--- src/jse_pkg.sv ---
`timescale 1ns / 1ps
// ---------------------------------------------------------------------------
// JSON string escaper package
// Segment types, character constants and helpers shared by the escaper.
// ---------------------------------------------------------------------------
package jse_pkg;

  localparam int unsigned CAP_W            = 12;
  localparam int unsigned DEF_MAX_CAPACITY = 4095;
  localparam int unsigned DEF_QUEUE_DEPTH  = 4;
  localparam logic [CAP_W-1:0] CAP_RESET   = 12'd255;

  // Characters used by the escape sequences.
  localparam logic [7:0] CH_NUL       = 8'h00;
  localparam logic [7:0] CH_QUOTE     = 8'h22;
  localparam logic [7:0] CH_BACKSLASH = 8'h5c;
  localparam logic [7:0] CH_LF        = 8'h0a;
  localparam logic [7:0] CH_CR        = 8'h0d;
  localparam logic [7:0] CH_TAB       = 8'h09;
  localparam logic [7:0] CH_BS        = 8'h08;
  localparam logic [7:0] CH_FF        = 8'h0c;
  localparam logic [7:0] CH_DEL       = 8'h7f;
  localparam logic [7:0] CH_SPACE     = 8'h20;
  localparam logic [7:0] CH_DOT       = 8'h2e;
  localparam logic [7:0] CH_ZERO      = 8'h30;
  localparam logic [7:0] CH_LOW_N     = 8'h6e;
  localparam logic [7:0] CH_LOW_R     = 8'h72;
  localparam logic [7:0] CH_LOW_T     = 8'h74;
  localparam logic [7:0] CH_LOW_B     = 8'h62;
  localparam logic [7:0] CH_LOW_F     = 8'h66;
  localparam logic [7:0] CH_LOW_U     = 8'h75;

  // Kind of output segment queued from the front end to the back end.
  typedef enum logic [2:0] {
    SEG_PASS,   // one byte, unchanged
    SEG_ESC2,   // backslash plus one escape letter
    SEG_UNI,    // backslash-u-00xx, six bytes
    SEG_DOTS,   // three dots at truncation
    SEG_TERM    // terminating zero, marked last
  } seg_kind_t;

  typedef struct packed {
    seg_kind_t  kind;
    logic [7:0] data;
  } seg_t;

  localparam int unsigned SEG_W = $bits(seg_t);

  // Lower-case hex digit for one nibble.
  function automatic logic [7:0] hex_digit(input logic [3:0] nib);
    logic [7:0] r;
    if (nib < 4'd10) begin
      r = CH_ZERO + {4'd0, nib};
    end else begin
      r = 8'h57 + {4'd0, nib};
    end
    return r;
  endfunction

endpackage

--- src/jse_queue.sv ---
`timescale 1ns / 1ps
// ---------------------------------------------------------------------------
// JSE segment queue
// Small first-in first-out buffer between the classifier and the emitter.
// ---------------------------------------------------------------------------
module jse_queue #(
  parameter int unsigned DEPTH = jse_pkg::DEF_QUEUE_DEPTH
) (
  input  logic          clk,
  input  logic          rst_n,
  input  logic          push,
  input  jse_pkg::seg_t push_seg,
  output logic          full,
  input  logic          pop,
  output logic          head_valid,
  output jse_pkg::seg_t head_seg
);

  localparam int unsigned AW = (DEPTH > 1) ? $clog2(DEPTH) : 1;
  localparam int unsigned CW = $clog2(DEPTH + 1);

  jse_pkg::seg_t   store_r [DEPTH];
  logic [AW-1:0]   wr_ptr_r, wr_ptr_nxt;
  logic [AW-1:0]   rd_ptr_r, rd_ptr_nxt;
  logic [CW-1:0]   count_r,  count_nxt;
  logic            do_push, do_pop;

  assign full       = (count_r == CW'(DEPTH));
  assign head_valid = (count_r != '0);
  assign head_seg   = store_r[rd_ptr_r];

  assign do_push = push && !full;
  assign do_pop  = pop && head_valid;

  // Pointer and fill-count update.
  always_comb begin
    wr_ptr_nxt = wr_ptr_r;
    rd_ptr_nxt = rd_ptr_r;
    count_nxt  = count_r;
    if (do_push) begin
      wr_ptr_nxt = (wr_ptr_r == AW'(DEPTH - 1)) ? '0 : wr_ptr_r + AW'(1);
    end
    if (do_pop) begin
      rd_ptr_nxt = (rd_ptr_r == AW'(DEPTH - 1)) ? '0 : rd_ptr_r + AW'(1);
    end
    if (do_push && !do_pop) begin
      count_nxt = count_r + CW'(1);
    end else if (do_pop && !do_push) begin
      count_nxt = count_r - CW'(1);
    end
  end

  always_ff @(posedge clk) begin
    if (!rst_n) begin
      wr_ptr_r <= '0;
      rd_ptr_r <= '0;
      count_r  <= '0;
    end else begin
      wr_ptr_r <= wr_ptr_nxt;
      rd_ptr_r <= rd_ptr_nxt;
      count_r  <= count_nxt;
    end
  end

  // Storage needs no reset.
  always_ff @(posedge clk) begin
    if (do_push) begin
      store_r[wr_ptr_r] <= push_seg;
    end
  end

endmodule

--- src/jse_front.sv ---
`timescale 1ns / 1ps
// ---------------------------------------------------------------------------
// JSE front end
// Accepts input bytes, classifies them, tracks the written count against
// the capacity and queues one segment per byte that produces output.
// ---------------------------------------------------------------------------
module jse_front #(
  parameter int unsigned MAX_CAPACITY = jse_pkg::DEF_MAX_CAPACITY
) (
  input  logic                      clk,
  input  logic                      rst_n,
  input  logic                      cfg_valid,
  output logic                      cfg_ready,
  input  logic [jse_pkg::CAP_W-1:0] cfg_capacity,
  input  logic                      in_valid,
  output logic                      in_ready,
  input  logic [7:0]                in_char_byte,
  input  logic                      q_full,
  output logic                      q_push,
  output jse_pkg::seg_t             q_seg
);

  localparam int unsigned CW = jse_pkg::CAP_W;
  localparam int unsigned LW = 17;   // wide enough for any MAX_CAPACITY below 2**17

  logic [CW-1:0] capacity_r;
  logic [CW-1:0] written_r, written_nxt;
  logic          cut_off_r, cut_off_nxt;
  logic [CW-1:0] cap_eff;
  logic [7:0]    esc_char;
  logic [2:0]    seg_len;
  logic [CW:0]   sum_seg, sum_dots;
  logic          accept;
  jse_pkg::seg_t seg_class;

  assign cfg_ready = 1'b1;
  assign in_ready  = !q_full;
  assign accept    = in_valid && in_ready;

  // Capacity clamped to the build-time maximum.
  assign cap_eff = ({{(LW-CW){1'b0}}, capacity_r} > LW'(MAX_CAPACITY)) ?
                   CW'(MAX_CAPACITY) : capacity_r;

  // Two-character escape letter, zero when the byte has none.
  always_comb begin
    case (in_char_byte)
      jse_pkg::CH_QUOTE:     esc_char = jse_pkg::CH_QUOTE;
      jse_pkg::CH_BACKSLASH: esc_char = jse_pkg::CH_BACKSLASH;
      jse_pkg::CH_LF:        esc_char = jse_pkg::CH_LOW_N;
      jse_pkg::CH_CR:        esc_char = jse_pkg::CH_LOW_R;
      jse_pkg::CH_TAB:       esc_char = jse_pkg::CH_LOW_T;
      jse_pkg::CH_BS:        esc_char = jse_pkg::CH_LOW_B;
      jse_pkg::CH_FF:        esc_char = jse_pkg::CH_LOW_F;
      default:               esc_char = jse_pkg::CH_NUL;
    endcase
  end

  // Segment kind and length for a nonzero byte.
  always_comb begin
    if (esc_char != jse_pkg::CH_NUL) begin
      seg_class.kind = jse_pkg::SEG_ESC2;
      seg_class.data = esc_char;
      seg_len        = 3'd2;
    end else if ((in_char_byte < jse_pkg::CH_SPACE) || (in_char_byte == jse_pkg::CH_DEL)) begin
      seg_class.kind = jse_pkg::SEG_UNI;
      seg_class.data = in_char_byte;
      seg_len        = 3'd6;
    end else begin
      seg_class.kind = jse_pkg::SEG_PASS;
      seg_class.data = in_char_byte;
      seg_len        = 3'd1;
    end
  end

  assign sum_seg  = {1'b0, written_r} + {{(CW-2){1'b0}}, seg_len};
  assign sum_dots = {1'b0, written_r} + (CW+1)'(3);

  // Count, truncation and queue push for an accepted byte.
  always_comb begin
    written_nxt = written_r;
    cut_off_nxt = cut_off_r;
    q_push      = 1'b0;
    q_seg       = seg_class;
    if (accept) begin
      if (in_char_byte == jse_pkg::CH_NUL) begin
        q_push      = 1'b1;
        q_seg.kind  = jse_pkg::SEG_TERM;
        q_seg.data  = jse_pkg::CH_NUL;
        written_nxt = '0;
        cut_off_nxt = 1'b0;
      end else if (!cut_off_r) begin
        if (sum_seg > {1'b0, cap_eff}) begin
          cut_off_nxt = 1'b1;
          if (sum_dots <= {1'b0, cap_eff}) begin
            q_push      = 1'b1;
            q_seg.kind  = jse_pkg::SEG_DOTS;
            q_seg.data  = jse_pkg::CH_DOT;
            written_nxt = sum_dots[CW-1:0];
          end
        end else begin
          q_push      = 1'b1;
          written_nxt = sum_seg[CW-1:0];
        end
      end
    end
  end

  always_ff @(posedge clk) begin
    if (!rst_n) begin
      capacity_r <= jse_pkg::CAP_RESET;
      written_r  <= '0;
      cut_off_r  <= 1'b0;
    end else begin
      if (cfg_valid && cfg_ready) begin
        capacity_r <= cfg_capacity;
      end
      written_r <= written_nxt;
      cut_off_r <= cut_off_nxt;
    end
  end

endmodule

--- src/jse_back.sv ---
`timescale 1ns / 1ps
// ---------------------------------------------------------------------------
// JSE back end
// Expands queued segments into escaped bytes, one per cycle while out_ready
// is high, through a registered output stage.
// ---------------------------------------------------------------------------
module jse_back (
  input  logic          clk,
  input  logic          rst_n,
  input  logic          head_valid,
  input  jse_pkg::seg_t head_seg,
  output logic          pop,
  output logic          out_valid,
  input  logic          out_ready,
  output logic [7:0]    out_byte,
  output logic          out_last_of_string
);

  logic [2:0] idx_r, idx_nxt;
  logic [2:0] last_idx;
  logic [7:0] byte_sel;
  logic       out_valid_r, out_valid_nxt;
  logic [7:0] out_byte_r;
  logic       out_last_r;
  logic       fire;

  assign out_valid          = out_valid_r;
  assign out_byte           = out_byte_r;
  assign out_last_of_string = out_last_r;

  // A new byte moves into the output stage when it is empty or draining.
  assign fire = head_valid && (!out_valid_r || out_ready);
  assign pop  = fire && (idx_r == last_idx);

  // Segment length decode.
  always_comb begin
    unique case (head_seg.kind)
      jse_pkg::SEG_ESC2: last_idx = 3'd1;
      jse_pkg::SEG_UNI:  last_idx = 3'd5;
      jse_pkg::SEG_DOTS: last_idx = 3'd2;
      default:           last_idx = 3'd0;
    endcase
  end

  // Byte at the current position of the segment.
  always_comb begin
    byte_sel = head_seg.data;
    case (head_seg.kind)
      jse_pkg::SEG_ESC2: begin
        byte_sel = (idx_r == 3'd0) ? jse_pkg::CH_BACKSLASH : head_seg.data;
      end
      jse_pkg::SEG_UNI: begin
        case (idx_r)
          3'd0:    byte_sel = jse_pkg::CH_BACKSLASH;
          3'd1:    byte_sel = jse_pkg::CH_LOW_U;
          3'd4:    byte_sel = jse_pkg::hex_digit(head_seg.data[7:4]);
          3'd5:    byte_sel = jse_pkg::hex_digit(head_seg.data[3:0]);
          default: byte_sel = jse_pkg::CH_ZERO;
        endcase
      end
      default: byte_sel = head_seg.data;
    endcase
  end

  always_comb begin
    idx_nxt       = idx_r;
    out_valid_nxt = out_valid_r;
    if (fire) begin
      idx_nxt       = (idx_r == last_idx) ? 3'd0 : idx_r + 3'd1;
      out_valid_nxt = 1'b1;
    end else if (out_ready) begin
      out_valid_nxt = 1'b0;
    end
  end

  always_ff @(posedge clk) begin
    if (!rst_n) begin
      idx_r       <= 3'd0;
      out_valid_r <= 1'b0;
    end else begin
      idx_r       <= idx_nxt;
      out_valid_r <= out_valid_nxt;
    end
  end

  // Output payload loads only with a transfer into the stage.
  always_ff @(posedge clk) begin
    if (fire) begin
      out_byte_r <= byte_sel;
      out_last_r <= (head_seg.kind == jse_pkg::SEG_TERM);
    end
  end

endmodule

--- src/json_string_escaper_top.sv ---
`timescale 1ns / 1ps
// ---------------------------------------------------------------------------
// JSON string escaper
// Turns a zero-terminated byte string into its JSON-escaped form, with
// truncation to a programmable capacity.
// ---------------------------------------------------------------------------
// Channel  | Handshake              | Payload
// ---------+------------------------+----------------------------------------
// cfg      | cfg_valid / cfg_ready  | cfg_capacity[11:0]
// in       | in_valid / in_ready    | in_char_byte[7:0]
// out      | out_valid / out_ready  | out_byte[7:0], out_last_of_string
//
// The front end takes one input byte per cycle while the segment queue has
// room; the back end emits one byte per cycle while out_ready is high, so
// an input byte becomes one, two or six output bytes (six for a backslash-u
// escape), a truncation mark three. The first output byte passes the segment
// queue and then the registered output stage. Reset (rst_n low, synchronous)
// sets capacity to 255 and clears control state, not queue storage or
// output payload. Stalls on out back up through the queue to in_ready.
// ---------------------------------------------------------------------------
module json_string_escaper_top #(
  parameter int unsigned MAX_CAPACITY = jse_pkg::DEF_MAX_CAPACITY,
  parameter int unsigned QUEUE_DEPTH  = jse_pkg::DEF_QUEUE_DEPTH
) (
  input  logic                      clk,
  input  logic                      rst_n,
  input  logic                      cfg_valid,
  output logic                      cfg_ready,
  input  logic [jse_pkg::CAP_W-1:0] cfg_capacity,
  input  logic                      in_valid,
  output logic                      in_ready,
  input  logic [7:0]                in_char_byte,
  output logic                      out_valid,
  input  logic                      out_ready,
  output logic [7:0]                out_byte,
  output logic                      out_last_of_string
);

  logic          q_full, q_push, q_pop, q_head_valid;
  jse_pkg::seg_t q_push_seg, q_head_seg;

  jse_front #(
    .MAX_CAPACITY (MAX_CAPACITY)
  ) u_front (
    .clk          (clk),
    .rst_n        (rst_n),
    .cfg_valid    (cfg_valid),
    .cfg_ready    (cfg_ready),
    .cfg_capacity (cfg_capacity),
    .in_valid     (in_valid),
    .in_ready     (in_ready),
    .in_char_byte (in_char_byte),
    .q_full       (q_full),
    .q_push       (q_push),
    .q_seg        (q_push_seg)
  );

  jse_queue #(
    .DEPTH (QUEUE_DEPTH)
  ) u_queue (
    .clk        (clk),
    .rst_n      (rst_n),
    .push       (q_push),
    .push_seg   (q_push_seg),
    .full       (q_full),
    .pop        (q_pop),
    .head_valid (q_head_valid),
    .head_seg   (q_head_seg)
  );

  jse_back u_back (
    .clk                (clk),
    .rst_n              (rst_n),
    .head_valid         (q_head_valid),
    .head_seg           (q_head_seg),
    .pop                (q_pop),
    .out_valid          (out_valid),
    .out_ready          (out_ready),
    .out_byte           (out_byte),
    .out_last_of_string (out_last_of_string)
  );

endmodule

--- config.mk ---
export PLATFORM = sky130hd
export DESIGN_NAME = json_string_escaper_top
export DESIGN_NICKNAME = d
export VERILOG_FILES = /design/src/jse_pkg.sv /design/src/jse_queue.sv /design/src/jse_front.sv /design/src/jse_back.sv /design/src/json_string_escaper_top.sv
export SDC_FILE = /design/constraint.sdc
export NUM_CORES = 1
export LEC_CHECK = 0
export ABC_AREA = 1
export BUFFER_PORTS_ARGS = -buffer_cell sky130_fd_sc_hd__buf_2
export CORE_ASPECT_RATIO = 0.75
export CORE_MARGIN = 2
export CORE_UTILIZATION = 45
export DETAILED_ROUTE_END_ITERATION = 16
export GPL_TIMING_DRIVEN = 0
export PLACE_DENSITY = 0.73
export SLEW_MARGIN = 10
export SYNTH_ARGS = -nofsm -noshare
export SYNTH_HDL_FRONTEND = slang
export SYNTH_SLANG_ARGS = --single-unit
--- constraint.sdc ---
create_clock -name clk -period 6 [get_ports clk]
set_input_delay 1.2 -clock clk [delete_from_list [all_inputs] [get_ports clk]]
set_output_delay 1.2 -clock clk [all_outputs]
set_load 0.005 [all_outputs]
==> results by group <==
Timing
  – Final Cycle Share: 94.50%
  – Final Critical Period: about 5.7 ns
  – Worst Skew: ~0.0093 ns
  – Final max-slew violation count: 0
  – Fmax: roughly 180 MHz
  – Slew HR: between 30% and 40%
  – Hold_ws: 0.4894 ns
  – Setup violators final: 0
  – Setup repair after global routing missed its margin: true
  – Final hold violations: 0
  – TNS Setup: 0 ns
  – Worst slew pin tran: 1.016 ns

Synthesis
  – Gate Count Post-Synth: around 760
  – #FFs+latches synth: just over 90
  – Synth top cells by count: nand2_1, inv_1, nor2_1, nand3_1, edfxtp_1
  – Dominant cell type by area after synthesis: edfxtp_1
  – Share of the synthesized area in the top cell type: approximately 28%
  – Count leader, synth: nand2_1
  – Synth Area per Inst: 7.559 um^2
  – Synthesized area: ~5700 um^2
  – Fraction of registers with async set/reset: 0%
  – Area contributors post-synth: edfxtp_1, dfxtp_1, nand2_1, ha_1, inv_1
  – Yosys warning count: 0
  – Netlist cell types: 39
  – Mapped Nets: between 800 and 900
  – Top FF cell, synth: edfxtp_1
  – Post-synth EDFFs: 53
  – Post-synthesis sequential area ratio: approximately 41%

Critical path
  – Worst endpoint required time: slightly below 6 ns
  – CP max-delay cell: nor2_1
  – Largest stage delay, worst path: 0.77 ns
  – CP endpoint kind: flip-flop
  – CP Class: in2reg
  – Startpoint Class: primary input
  – CP arrival: ~5.6 ns
  – Crit-path max FO: 11

Finish
  – ANT cells: 0
  – Fillers: 1158
  – Final core utilization: a little over half
  – Final nets: roughly 870
  – Final cell count without fillers: about 1000
  – Layout area overhead: 13.09%
  – Layout cells sized above 1: 12.75%

GRT
  – GR Layer Usage met3: 3.303%
  – First-pass GRT wire length: ~21000 um
  – GRT Total Usage: between 10% and 20%
  – Met2 usage: ~28%
  – Largest net degree at the start of global routing: 20
  – Met1 Usage GRT: between 20% and 30%
  – Via count of the first global-routing pass: approximately 4300
  – Global route hottest layer: met1
  – Gr ovfl total: 0
  – Initial antenna violation count: 0

Placement
  – Routability Congestion: between 0.8 and 0.9
  – Post-DP HPWL: 9851 um
  – Port buffer count: 35
  – Total placed cells including tap cells: about 960

Power
  – Max VDD drop: approximately 0.18 mV
  – Lkg Pwr: just over 0.003 uW
  – Pwr dens: between 400 and 500 nW/um^2

Routing
  – DRT antenna net count: 0
  – Routed wire length: ~13000 um
  – Avg Vias per Cell: around 5.0
  – Vias: around 4900
  – # DRC: 0
  – Detailed Routing Iterations Pass 1: 5
  – WL/cell: between 10 and 15 um
  – Iteration-0 DRC Markers: roughly 420

CTS
  – CTS tree: built
  – Worst-path clk slew: ~0.07 ns
  – Hold Buf Count CTS: 0
  – CTS Sinks: a little over 90
  – Num CTS Buffers: 9
  – CTS Buffer Depth: 2
  – Clock latency on the worst-skew pair: ~0.35 ns
  – H-tree depth: 3
  – Root Driver: clkbuf_16

Hold path
  – Hold Crit Class: reg2reg

Outcome
  – Outcome: completed

Job
  – Max cap viols: 0

Floorplanning
  – IO Pins: 37
  – Num rows: 35
  – Die Y: between 100 and 150 um
  – Core area: approximately 12000 um^2
  – Die Area: ~14000 um^2
  – Initial Util: between 40 and 50%
  – Die width: around 130 um
==> flip-flops by register name, summed over array words and instances, names as in the netlist, named ones only <==
signal,count
u_queue.store_r,44
u_front.cap_eff,12
u_front.written_r,12
u_back.out_byte,8
u_back.idx_r,3
u_queue.count_r,3
u_queue.rd_ptr_r,2
u_queue.wr_ptr_r,2
u_back.out_last_of_string,1
u_back.out_valid,1
u_front.cut_off_r,1
==> routing by layer <==
metal | vias to the layer above | share of wire, %
met5 | - | 0
met4 | 0 | 0.79
met3 | 8 | 6.5
met2 | 155 | 41
met1 | 2155 | 51
li1 | 2549 | -
==> placed cells by master (no fill, tap or decap), types with 15 or more instances in the layout <==
cell,count
dfxtp_1,38
nand3_1,62
inv_1,102
edfxtp_1,53
o21ai_0,39
ha_1,39
xor2_1,15
nor2_1,92
a21oi_1,31
nand2_1,188
buf_2,42
==> stage by stage <==
step | total power (uW) | instance area [um^2] | setup WS [ns]
floorplan | 2205 | 5714 | 0.4833
global placement | 2567 | 6097 | -0.2085
detailed placement | 2614 | 6097 | -0.3098
CTS | 3186 | 6400 | 0.05149
global route | 3507 | 6462 | -0.04450
finish | 3218 | 6462 | 0.3301
==> logic make-up (layout without fill, tap and decap cells) <==
logic type               after synthesis  count (layout)  share of synthesized area [%]
buffers and inverters                124             176                          8.956
AND/OR/NAND/NOR                      397             397                          30.04
flip-flops                            91              91                          41.16
other                                  1               1                        0.06563
adder cells (fa/ha/maj)               41              41                          9.240
AO/OA/AOI/OAI                         85              85                          7.927
XOR/XNOR                              17              17                          2.606
==> power by group <==
group	internal, uW	switching (uW)	total (uW)
Clock	297	266	562
Combinational	571	1090	1660
Sequential	900	99.9	1000
Total	1770	1450	3220
==> cell type report <==
class                   instances  area (um^2)  area share [%]
well taps                     166        207.7           3.214
flip-flops and latches         91         2352           36.40
clock inverters                 7        77.57           1.200
inverters                     105        394.1           6.099
repair buffers                 36        182.7           2.827
clock buffers                   9        225.2           3.485
multi-input cells             541         2902           44.90
plain buffers                  19        121.4           1.878
==> critical path, delay by kind of cell <==
| kind | cells | cell delay (ns) |
|---|---|---|
| XOR/XNOR | 1 | 0.18 |
| adder cells (fa/ha/maj) | 3 | 0.88 |
| buffers and inverters | 4 | 0.35 |
| AO/OA/AOI/OAI | 1 | 0.15 |
| AND/OR/NAND/NOR | 21 | 2.86 |
==> worst paths after layout <==
kind | startpoint | to | slack, ns | depth (start not counted)
worst max-delay path | in_char_byte[6] | u_queue.store_r[2][9]$_DFFE_PP_ | 0.33 | 30
worst min-delay path | u_queue.rd_ptr_r[1]$_SDFFE_PN0P_ | u_queue.rd_ptr_r[1]$_SDFFE_PN0P_ | 0.49 | 2
worst max register to register | u_front.written_r[0]$_SDFFE_PN0P_ | u_queue.store_r[2][9]$_DFFE_PP_ | 1.80 | 21
worst min register to register | u_queue.rd_ptr_r[1]$_SDFFE_PN0P_ | u_queue.rd_ptr_r[1]$_SDFFE_PN0P_ | 0.49 | 2
==> repair_timing <==
item | in CTS | in global routing
gates resized for setup | 0 | 18
buffers inserted | 0 | 1
endpoints found under the setup margin | 0 | 46
(Power assumes the default switching activity.)
